**src/swq_pkg.sv**
```systemverilog
package swq_pkg;

   // pool size and key width
   localparam int NUM_PROCS = 32;
   localparam int KEY_BITS  = 32;

   localparam int PROC_BITS = $clog2(NUM_PROCS);
   localparam int LINK_BITS = PROC_BITS + 1;
   localparam logic [LINK_BITS-1:0] NIL_LINK = LINK_BITS'(NUM_PROCS);

   // port field widths
   localparam int KEY_IN_BITS   = 32;
   localparam int PID_IN_BITS   = 5;
   localparam int REQ_DATA_BITS = 40;
   localparam int RSP_DATA_BITS = 8;

   localparam logic [1:0] KIND_BLOCK  = 2'd0;
   localparam logic [1:0] KIND_POP    = 2'd1;
   localparam logic [1:0] KIND_REMOVE = 2'd2;
   localparam logic [1:0] KIND_QUERY  = 2'd3;

   localparam logic [1:0] STATUS_OK        = 2'd0;
   localparam logic [1:0] STATUS_NO_DESC   = 2'd1;
   localparam logic [1:0] STATUS_NOT_FOUND = 2'd2;

   typedef enum logic [10:0] {
      S_IDLE     = 11'b000_0000_0001,
      S_SCAN     = 11'b000_0000_0010,
      S_RM_DI    = 11'b000_0000_0100,
      S_RM_DX    = 11'b000_0000_1000,
      S_HT       = 11'b000_0001_0000,
      S_EXEC     = 11'b000_0010_0000,
      S_BLK_LINK = 11'b000_0100_0000,
      S_POP_WR   = 11'b000_1000_0000,
      S_WALK     = 11'b001_0000_0000,
      S_UNLINK   = 11'b010_0000_0000,
      S_RESP     = 11'b100_0000_0000
   } state_type;

endpackage

```
**src/swq_ram.sv**
```systemverilog
module swq_ram #(
   parameter int WIDTH = 8,
   parameter int DEPTH = 32
) (
   input  logic                     clock,
   input  logic                     wr_en,
   input  logic [$clog2(DEPTH)-1:0] wr_addr,
   input  logic [WIDTH-1:0]         wr_data,
   input  logic [$clog2(DEPTH)-1:0] rd_addr,
   output logic [WIDTH-1:0]         rd_data
);

   logic [WIDTH-1:0] mem_ff [DEPTH];
   logic [WIDTH-1:0] rd_data_ff;

   always_ff @(posedge clock) begin
      if (wr_en) begin
         mem_ff[wr_addr] <= wr_data;
      end
      rd_data_ff <= mem_ff[rd_addr];
   end

   assign rd_data = rd_data_ff;

endmodule

```
**src/semaphore_wait_queue_table_unit.sv**
```systemverilog
// channel   dir  handshake                payload
// req       in   req_tvalid/req_tready    tuser: kind; tdata: sem_key, proc_id
// rsp       out  rsp_tvalid/rsp_tready    tuser: status; tdata: proc_out
//
// one word at a time; block, pop and query scan the key table one entry a cycle
// through a single comparator
// remove walks the waiter links, one link a cycle
// reset (synchronous) frees every descriptor and unblocks every process at once
// a result waits in the output register; the next word is taken meanwhile,
// only the following result stalls until rsp_tready
module semaphore_wait_queue_table_unit
   import swq_pkg::*;
(
   input  logic                     clock,
   input  logic                     reset,
   input  logic                     req_tvalid,
   output logic                     req_tready,
   input  logic [REQ_DATA_BITS-1:0] req_tdata,  // sem_key[31:0], proc_id[36:32], zero pad
   input  logic [1:0]               req_tuser,  // kind[1:0]
   output logic                     rsp_tvalid,
   input  logic                     rsp_tready,
   output logic [RSP_DATA_BITS-1:0] rsp_tdata,  // proc_out[4:0], zero pad
   output logic [1:0]               rsp_tuser   // status[1:0]
);

   state_type state_ff, state_in;

   logic [1:0]           kind_ff, kind_in;
   logic [KEY_BITS-1:0]  key_ff, key_in;
   logic [PROC_BITS-1:0] pid_ff, pid_in;
   logic [PROC_BITS-1:0] desc_ff, desc_in;
   logic                 new_ff, new_in;

   logic [NUM_PROCS-1:0] desc_in_use_ff, desc_in_use_in;
   logic [NUM_PROCS-1:0] proc_blocked_ff, proc_blocked_in;

   logic [PROC_BITS:0]   scan_addr_ff, scan_addr_in;
   logic                 cmp_vld_ff, cmp_vld_in;
   logic [PROC_BITS-1:0] cmp_idx_ff, cmp_idx_in;
   logic                 free_vld_ff, free_vld_in;
   logic [PROC_BITS-1:0] free_idx_ff, free_idx_in;

   logic [LINK_BITS-1:0] cur_ff, cur_in;
   logic [LINK_BITS-1:0] prev_ff, prev_in;
   logic [LINK_BITS-1:0] tail_ff, tail_in;
   logic                 first_ff, first_in;

   logic [1:0]           res_status_ff, res_status_in;
   logic [PROC_BITS-1:0] res_proc_ff, res_proc_in;

   logic                   rsp_valid_ff, rsp_valid_in;
   logic [1:0]             rsp_status_ff, rsp_status_in;
   logic [PID_IN_BITS-1:0] rsp_proc_ff, rsp_proc_in;

   // table ports
   logic                 key_we;
   logic [PROC_BITS-1:0] key_wa;
   logic [KEY_BITS-1:0]  key_rd;
   logic                 head_we, tail_we, link_we, didx_we;
   logic [PROC_BITS-1:0] head_wa, tail_wa, link_wa, didx_wa;
   logic [LINK_BITS-1:0] head_wd, tail_wd, link_wd;
   logic [LINK_BITS-1:0] head_rd, tail_rd, link_rd;
   logic [PROC_BITS-1:0] link_ra;
   logic [PROC_BITS-1:0] didx_rd;

   logic [PID_IN_BITS-1:0] req_pid;
   logic [PROC_BITS-1:0]   req_pid_n;
   logic                   req_pid_ok;
   logic                   req_acc;
   logic                   hit;
   logic                   scan_last;
   logic [LINK_BITS-1:0]   head_v, tail_v, cur_w, pid_link;
   logic                   rsp_load;

   swq_ram #(.WIDTH(KEY_BITS), .DEPTH(NUM_PROCS)) u_key_ram (
      .clock(clock), .wr_en(key_we), .wr_addr(key_wa), .wr_data(key_ff),
      .rd_addr(scan_addr_ff[PROC_BITS-1:0]), .rd_data(key_rd)
   );

   swq_ram #(.WIDTH(LINK_BITS), .DEPTH(NUM_PROCS)) u_head_ram (
      .clock(clock), .wr_en(head_we), .wr_addr(head_wa), .wr_data(head_wd),
      .rd_addr(desc_ff), .rd_data(head_rd)
   );

   swq_ram #(.WIDTH(LINK_BITS), .DEPTH(NUM_PROCS)) u_tail_ram (
      .clock(clock), .wr_en(tail_we), .wr_addr(tail_wa), .wr_data(tail_wd),
      .rd_addr(desc_ff), .rd_data(tail_rd)
   );

   swq_ram #(.WIDTH(LINK_BITS), .DEPTH(NUM_PROCS)) u_link_ram (
      .clock(clock), .wr_en(link_we), .wr_addr(link_wa), .wr_data(link_wd),
      .rd_addr(link_ra), .rd_data(link_rd)
   );

   swq_ram #(.WIDTH(PROC_BITS), .DEPTH(NUM_PROCS)) u_didx_ram (
      .clock(clock), .wr_en(didx_we), .wr_addr(didx_wa), .wr_data(desc_ff),
      .rd_addr(pid_ff), .rd_data(didx_rd)
   );

   assign req_tready = (state_ff == S_IDLE);
   assign req_acc    = req_tvalid && req_tready;
   assign req_pid    = req_tdata[KEY_IN_BITS +: PID_IN_BITS];
   assign req_pid_n  = PROC_BITS'(req_pid);
   assign req_pid_ok = 32'(req_pid) < 32'(NUM_PROCS);

   assign hit       = cmp_vld_ff && desc_in_use_ff[cmp_idx_ff] && (key_rd == key_ff);
   assign scan_last = cmp_vld_ff && (cmp_idx_ff == PROC_BITS'(NUM_PROCS - 1));
   assign head_v    = new_ff ? NIL_LINK : head_rd;
   assign tail_v    = new_ff ? NIL_LINK : tail_rd;
   assign cur_w     = first_ff ? cur_ff : link_rd;
   assign pid_link  = {1'b0, pid_ff};
   assign rsp_load  = (state_ff == S_RESP) && (!rsp_valid_ff || rsp_tready);

   always_comb begin
      state_in        = state_ff;
      kind_in         = kind_ff;
      key_in          = key_ff;
      pid_in          = pid_ff;
      desc_in         = desc_ff;
      new_in          = new_ff;
      desc_in_use_in  = desc_in_use_ff;
      proc_blocked_in = proc_blocked_ff;
      scan_addr_in    = scan_addr_ff;
      cmp_vld_in      = cmp_vld_ff;
      cmp_idx_in      = cmp_idx_ff;
      free_vld_in     = free_vld_ff;
      free_idx_in     = free_idx_ff;
      cur_in          = cur_ff;
      prev_in         = prev_ff;
      tail_in         = tail_ff;
      first_in        = first_ff;
      res_status_in   = res_status_ff;
      res_proc_in     = res_proc_ff;
      key_we  = 1'b0;
      key_wa  = desc_ff;
      head_we = 1'b0;
      head_wa = desc_ff;
      head_wd = pid_link;
      tail_we = 1'b0;
      tail_wa = desc_ff;
      tail_wd = pid_link;
      link_we = 1'b0;
      link_wa = pid_ff;
      link_wd = NIL_LINK;
      link_ra = cur_w[PROC_BITS-1:0];
      didx_we = 1'b0;
      didx_wa = pid_ff;

      case (state_ff)
         S_IDLE: begin
            if (req_acc) begin
               kind_in      = req_tuser;
               key_in       = KEY_BITS'(64'(req_tdata[KEY_IN_BITS-1:0]));
               pid_in       = req_pid_n;
               new_in       = 1'b0;
               scan_addr_in = '0;
               cmp_vld_in   = 1'b0;
               free_vld_in  = 1'b0;
               res_status_in = STATUS_NOT_FOUND;
               res_proc_in   = '0;
               case (req_tuser)
                  KIND_BLOCK: begin
                     if (req_pid_ok && !proc_blocked_ff[req_pid_n]) begin
                        state_in = S_SCAN;
                     end else begin
                        state_in = S_RESP;
                     end
                  end
                  KIND_REMOVE: begin
                     if (req_pid_ok && proc_blocked_ff[req_pid_n]) begin
                        state_in = S_RM_DI;
                     end else begin
                        state_in = S_RESP;
                     end
                  end
                  default: begin
                     state_in = S_SCAN;
                  end
               endcase
            end
         end

         S_SCAN: begin
            if (scan_addr_ff != (PROC_BITS + 1)'(NUM_PROCS)) begin
               scan_addr_in = scan_addr_ff + (PROC_BITS + 1)'(1);
               cmp_vld_in   = 1'b1;
               cmp_idx_in   = scan_addr_ff[PROC_BITS-1:0];
            end else begin
               cmp_vld_in = 1'b0;
            end
            if (cmp_vld_ff && !desc_in_use_ff[cmp_idx_ff] && !free_vld_ff) begin
               free_vld_in = 1'b1;
               free_idx_in = cmp_idx_ff;
            end
            if (hit) begin
               desc_in  = cmp_idx_ff;
               state_in = S_HT;
            end else if (scan_last) begin
               // no descriptor holds the key
               if (kind_ff != KIND_BLOCK) begin
                  state_in = S_RESP;
               end else if (free_vld_ff || !desc_in_use_ff[cmp_idx_ff]) begin
                  desc_in  = free_vld_ff ? free_idx_ff : cmp_idx_ff;
                  new_in   = 1'b1;
                  state_in = S_HT;
               end else begin
                  res_status_in = STATUS_NO_DESC;
                  state_in      = S_RESP;
               end
            end
         end

         S_RM_DI: begin
            state_in = S_RM_DX;
         end

         S_RM_DX: begin
            desc_in  = didx_rd;
            state_in = S_HT;
         end

         S_HT: begin
            state_in = S_EXEC;
         end

         S_EXEC: begin
            tail_in = tail_v;
            case (kind_ff)
               KIND_BLOCK: begin
                  desc_in_use_in[desc_ff] = 1'b1;
                  proc_blocked_in[pid_ff] = 1'b1;
                  key_we  = 1'b1;
                  link_we = 1'b1;
                  didx_we = 1'b1;
                  tail_we = 1'b1;
                  head_we = (head_v == NIL_LINK);
                  res_status_in = STATUS_OK;
                  res_proc_in   = pid_ff;
                  if (head_v != NIL_LINK && tail_v != NIL_LINK) begin
                     state_in = S_BLK_LINK;
                  end else begin
                     state_in = S_RESP;
                  end
               end
               KIND_POP: begin
                  if (head_v == NIL_LINK) begin
                     // present but empty: free it
                     desc_in_use_in[desc_ff] = 1'b0;
                     state_in = S_RESP;
                  end else begin
                     cur_in   = head_v;
                     link_ra  = head_v[PROC_BITS-1:0];
                     state_in = S_POP_WR;
                  end
               end
               KIND_REMOVE: begin
                  cur_in   = head_v;
                  prev_in  = NIL_LINK;
                  first_in = 1'b1;
                  state_in = S_WALK;
               end
               default: begin
                  if (head_v != NIL_LINK) begin
                     res_status_in = STATUS_OK;
                     res_proc_in   = head_v[PROC_BITS-1:0];
                  end
                  state_in = S_RESP;
               end
            endcase
         end

         S_BLK_LINK: begin
            link_we  = 1'b1;
            link_wa  = tail_ff[PROC_BITS-1:0];
            link_wd  = pid_link;
            state_in = S_RESP;
         end

         S_POP_WR: begin
            head_we = 1'b1;
            head_wd = link_rd;
            if (link_rd == NIL_LINK) begin
               tail_we = 1'b1;
               tail_wd = NIL_LINK;
               desc_in_use_in[desc_ff] = 1'b0;
            end
            proc_blocked_in[cur_ff[PROC_BITS-1:0]] = 1'b0;
            res_status_in = STATUS_OK;
            res_proc_in   = cur_ff[PROC_BITS-1:0];
            state_in      = S_RESP;
         end

         S_WALK: begin
            first_in = 1'b0;
            if (cur_w == NIL_LINK) begin
               proc_blocked_in[pid_ff] = 1'b0;
               res_status_in = STATUS_OK;
               res_proc_in   = pid_ff;
               state_in      = S_RESP;
            end else if (cur_w == pid_link) begin
               // link read of the process itself is in flight
               state_in = S_UNLINK;
            end else begin
               prev_in = cur_w;
            end
         end

         S_UNLINK: begin
            if (prev_ff == NIL_LINK) begin
               head_we = 1'b1;
               head_wd = link_rd;
            end else begin
               link_we = 1'b1;
               link_wa = prev_ff[PROC_BITS-1:0];
               link_wd = link_rd;
            end
            if (tail_ff == pid_link) begin
               tail_we = 1'b1;
               tail_wd = prev_ff;
            end
            proc_blocked_in[pid_ff] = 1'b0;
            res_status_in = STATUS_OK;
            res_proc_in   = pid_ff;
            state_in      = S_RESP;
         end

         S_RESP: begin
            if (rsp_load) begin
               state_in = S_IDLE;
            end
         end

         default: begin
            state_in = S_IDLE;
         end
      endcase
   end

   always_comb begin
      rsp_valid_in  = rsp_valid_ff && !rsp_tready;
      rsp_status_in = rsp_status_ff;
      rsp_proc_in   = rsp_proc_ff;
      if (rsp_load) begin
         rsp_valid_in  = 1'b1;
         rsp_status_in = res_status_ff;
         rsp_proc_in   = PID_IN_BITS'(res_proc_ff);
      end
   end

   always_ff @(posedge clock) begin
      if (reset) begin
         state_ff        <= S_IDLE;
         desc_in_use_ff  <= '0;
         proc_blocked_ff <= '0;
         scan_addr_ff    <= '0;
         cmp_vld_ff      <= 1'b0;
         free_vld_ff     <= 1'b0;
         first_ff        <= 1'b0;
         new_ff          <= 1'b0;
         rsp_valid_ff    <= 1'b0;
      end else begin
         state_ff        <= state_in;
         desc_in_use_ff  <= desc_in_use_in;
         proc_blocked_ff <= proc_blocked_in;
         scan_addr_ff    <= scan_addr_in;
         cmp_vld_ff      <= cmp_vld_in;
         free_vld_ff     <= free_vld_in;
         first_ff        <= first_in;
         new_ff          <= new_in;
         rsp_valid_ff    <= rsp_valid_in;
      end
   end

   always_ff @(posedge clock) begin
      kind_ff       <= kind_in;
      key_ff        <= key_in;
      pid_ff        <= pid_in;
      desc_ff       <= desc_in;
      cmp_idx_ff    <= cmp_idx_in;
      free_idx_ff   <= free_idx_in;
      cur_ff        <= cur_in;
      prev_ff       <= prev_in;
      tail_ff       <= tail_in;
      res_status_ff <= res_status_in;
      res_proc_ff   <= res_proc_in;
      rsp_status_ff <= rsp_status_in;
      rsp_proc_ff   <= rsp_proc_in;
   end

   assign rsp_tvalid = rsp_valid_ff;
   assign rsp_tuser  = rsp_status_ff;
   assign rsp_tdata  = RSP_DATA_BITS'(rsp_proc_ff);

   // descriptors change hands only while a word is applied to the tables
   a_in_use_stable: assert property (@(posedge clock) disable iff (reset)
      !(state_ff == S_EXEC || state_ff == S_POP_WR) |=> $stable(desc_in_use_ff))
      else $error("descriptor in-use bits changed outside an update step");

   a_rsp_from_resp: assert property (@(posedge clock) disable iff (reset)
      $rose(rsp_tvalid) |-> $past(state_ff) == S_RESP)
      else $error("result word raised without passing the response step");

   a_fail_zero_proc: assert property (@(posedge clock) disable iff (reset)
      rsp_tvalid && rsp_tuser != STATUS_OK |-> rsp_tdata == '0)
      else $error("failed result carries a process number");

   a_scan_bound: assert property (@(posedge clock) disable iff (reset)
      scan_addr_ff <= (PROC_BITS + 1)'(NUM_PROCS))
      else $error("key scan ran past the table");

   a_unlink_clears: assert property (@(posedge clock) disable iff (reset)
      state_ff == S_UNLINK |=> !proc_blocked_ff[pid_ff])
      else $error("removed process still marked blocked");

endmodule

```
**config.mk**
```make
export PLATFORM = sky130hd
export DESIGN_NAME = semaphore_wait_queue_table_unit
export DESIGN_NICKNAME = d
export VERILOG_FILES = /design/src/swq_pkg.sv /design/src/swq_ram.sv /design/src/semaphore_wait_queue_table_unit.sv
export SDC_FILE = /design/constraint.sdc
export NUM_CORES = 2
export LEC_CHECK = 0
export BUFFER_PORTS_ARGS = -buffer_cell sky130_fd_sc_hd__clkbuf_2
export CAP_MARGIN = 20
export CELL_PAD_IN_SITES_DETAIL_PLACEMENT = 1
export CELL_PAD_IN_SITES_GLOBAL_PLACEMENT = 2
export CORE_ASPECT_RATIO = 1.75
export CORE_MARGIN = 3
export CORE_UTILIZATION = 40
export CTS_BUF_LIST = sky130_fd_sc_hd__clkbuf_4
export CTS_CLUSTER_DIAMETER = 150
export DETAILED_ROUTE_END_ITERATION = 6
export PLACE_DENSITY_LB_ADDON = 0.1
export SLEW_MARGIN = 30
export SYNTH_ARGS = -nofsm -noshare
export SYNTH_HDL_FRONTEND = slang
export SYNTH_SLANG_ARGS = --single-unit
```
**constraint.sdc**
```tcl
create_clock -name clock -period 4 [get_ports clock]
set_input_delay 0.4 -clock clock [delete_from_list [all_inputs] [get_ports clock]]
set_output_delay 0.4 -clock clock [all_outputs]
set_load 0.1 [all_outputs]
```
==> results by group <==
Detailed routing
  • DR top layer: met5
  • DR vias/cell: 5.56
  • Wire per inst: 30.1 µm
  • DRC Markers: 0
  • Routed Antenna Nets: 0
  • Post-Route WL: between 200,000 and 250,000 µm
  • Routed wl met2: 133,000 µm
  • Via count: 41,900
  • Metal-1 WL: 79,800 µm
  • 1st-pass router iterations: 5
  • Initial drt markers: 2,544
  • WL met3: 7350 µm

Logic synthesis
  • Ys async rst share: 0%
  • Mapped Avg Cell Area: 19.3 µm²
  • Count leader, synth: edfxtp_1
  • Post-synth design cell area: ~80,000 µm²
  • Largest area contributor in the netlist: edfxtp_1
  • Synth top area cells: edfxtp_1 71%, mux4_2 14%, dfxtp_1 3.6%
  • List of most frequent post-synthesis cells: 1,846 x edfxtp_1, 470 x mux4_2, 217 x nor2_1, 212 x clkbuf_1, 176 x o21ai_0
  • Ys Warns: 0
  • Syn Inst Count: 4,031
  • Post-synth top area share: 71.2%
  • Cell variety after synth: 73
  • Register area share after synthesis: 74.8%
  • Flops & latches, synth: 1,987
  • Number of synthesized flops with an enable pin: 1,846
  • Main flop type after synthesis: edfxtp_1

STA
  • Rel. slew slack: about 33%
  • Hold Vio Cnt, Final: 0
  • Tightest Pin Transition: 1010 ps
  • Worst setup margin: between 200 and 300 ps
  • Final setup violation count: 0
  • Final Max Tran Viols: 0
  • Min Tclk post-route: 3740 ps
  • Max Clock Skew: 97.1 ps
  • Fin crit share: 93.5%
  • F_max: 267 MHz

Layout
  • Fill cells: 18,300
  • Layout Nets: 4,627
  • Ratio of cells with drive above 1 in the final layout: 32.5%
  • Synth-to-layout area growth: 15.7%

Die
  • Core ar.: 193,000 µm²
  • Die width: 340 µm
  • Row Count: about 210
  • Die Y: between 500 and 600 µm
  • DIE AREA: 200,000 µm²
  • IO Count: 58
  • Initial Util: 40.4%

Global route
  • Vias in the first global route: 46,300
  • GRT Resource Usage Total: 22.6%
  • GRT overflow: 0
  • First-pass GRT wire length: 327,000 µm
  • Antenna violations before repair: 8
  • Largest net degree at the start of global routing: 87

CTS
  • Clk_lat worst skew: 1210 ps
  • Inserted Clock Buffers: 464
  • Clock root buffer: clkbuf_4
  • CTS clk-pin slew, worst paths: approximately 70 ps
  • H-tree depth: 5
  • TritonCTS clock tree: done
  • CTS max path bufs: 4
  • Clk sinks: 1,987
  • Post-CTS Setup Inserts: 0

Critical path
  • Slowest-stage cell, CP: clkbuf_2
  • Kind of end point of the critical path: output pin
  • Critical Path Start Type: register
  • Crit-path max cell delay: 470 ps
  • Required @ worst endpoint: 3600 ps
  • Worst-path fanout max: 5
  • CP cell instances: nor3_1, nand3_1, or2_2, inv_1, buf_4, clkbuf_2
  • CP Class: reg2out
  • Crit path arrival time: ~3300 ps

Job
  • Max cap viols: 0

Placement
  • Pre-CTS WS: 330 ps
  • Final Wtd Congestion: roughly 0.8
  • I/O Buffers: 51
  • DP HPWL: 139,000 µm

Power and ir drop
  • Leakage: 27.7 nW
  • PwrDens: 519 nW/µm²
  • Total power: 0.0468 W
  • VDD IR max: about 0.26 mV

Run status
  • Status: complete, no violations

Min path
  • Worst hold path class: in2reg
-- worst max-delay path: cells and delay by family, from the launching register on --
| family | cells | cell delay, ps |
|---|---|---|
| flip-flops | 1 | 340 |
| AND/OR/NAND/NOR | 3 | 1060 |
| buffers and inverters | 3 | 740 |
-- report_power, final --
part           switching [W]  internal (W)
registers           0.000331        0.0238
clock network        0.00807       0.00845
logic                0.00402       0.00214
-- cells by family (layout without fill, tap and decap cells) --
group	count (synthesis)	after routing	share of synthesized area, %
AO/OA/AOI/OAI	569	569	4.88
XOR/XNOR	47	47	0.529
adder cells (fa/ha/maj)	7	7	0.112
buffers and inverters	304	1222	1.52
flip-flops	1987	1987	74.8
multiplexers	530	530	14.5
other	1	11	0.00482
AND/OR/NAND/NOR	586	586	3.63
-- state kept, by name (all words and copies together) (netlist names), 6 cells and up, named ones only --
name                count
cur_ff                  6
key_ff                 32
prev_ff                 6
proc_blocked_ff        32
scan_addr_ff            6
state_ff               11
tail_ff                 6
u_didx_ram.mem_ff     160
u_head_ram.mem_ff     192
u_head_ram.rd_data      6
u_key_ram.mem_ff     1024
u_key_ram.rd_data      32
u_link_ram.mem_ff     192
u_link_ram.rd_data      6
u_tail_ram.mem_ff     192
u_tail_ram.rd_data      6
-- layout make-up --
cell class                 count  area (µm²)  area share (%)
timing repair buffer         359        3620            4.02
sequential                  1987       58300            64.7
tap                         2580        3230            3.58
clock buffer                 709        5320            5.91
multi-input combinational   1742       18800            20.9
inverter                      20        76.3          0.0848
clock inverter               134         701           0.778
antenna                        8        20.0          0.0222
-- path summary, 6_finish.rpt --
check | slack [ps] | depth (start not counted) | endpoint | startpoint
hold reg to reg | 430 | 0 | rsp_proc_ff[2] | res_proc_ff[2]
hold / removal | 160 | 2 | didx_wa[2] | req_tdata[34]
setup reg to reg | 310 | 11 | u_link_ram.rd_data[4] | kind_ff[1]
setup / recovery | 260 | 6 | req_tready | state_ff[10]
-- layer usage --
metal	vias to the layer above	GRT usage, %
met3	365	3.36
met5	-	0
met4	4	8.29
met1	22400	23.9
li1	18200	-
met2	976	44.8
-- through the flow --
step / hold WS [ps] / setup TNS, ps / instance area [µm²] / instances / util, %
floorplan: 400 / 0 / 77900 / 4033 / -
detailed placement: 409 / 0 / 83200 / 6606 / 43.1
global placement: 405 / 0 / 83100 / 6605 / 43.1
finish: 160 / 0 / 90100 / 7539 / 46.7
CTS: 7.77 / 0 / 90000 / 7529 / 46.6
global route: 38.6 / -9.68 / 90100 / 7538 / 46.7
-- what timing repair did --
| item | CTS | global route |
|---|---|---|
| hold buffers | 80 | 0 |
| hold endpoints to repair | 100 | 0 |
| setup endpoints to repair | 0 | 0 |
| gates resized for setup | 0 | 0 |
-- cell usage in the layout, fill, tap and decap left out, types with 10 or more instances in the layout --
master | netlist | routed
nand2_1 | 78 | 76
a31oi_1 | 67 | 67
a311oi_1 | 33 | 33
xor2_1 | 41 | 41
a32oi_1 | 97 | 97
clkbuf_2 | 1 | 50
nand3_1 | 77 | 76
a22oi_1 | 71 | 70
dfxtp_1 | 141 | 136
edfxtp_1 | 1846 | 1846
nor2_1 | 217 | 182
nor4_1 | 20 | 20
buf_12 | 0 | 66
o21ai_0 | 176 | 169
nor2b_1 | 21 | 19
inv_1 | 19 | 18
dlygate4sd3_1 | 0 | 80
nor2_4 | 0 | 32
nand2b_1 | 11 | 10
o22ai_1 | 25 | 25
mux2i_1 | 18 | 18
mux4_2 | 470 | 470
clkinv_1 | 0 | 104
buf_4 | 4 | 161
clkinv_2 | 0 | 15
mux2_2 | 38 | 38
a21oi_1 | 54 | 51
nor3_1 | 71 | 70
nand4_1 | 25 | 25
clkbuf_4 | 0 | 709
Note: power is estimated with default switching activity, not from simulation.
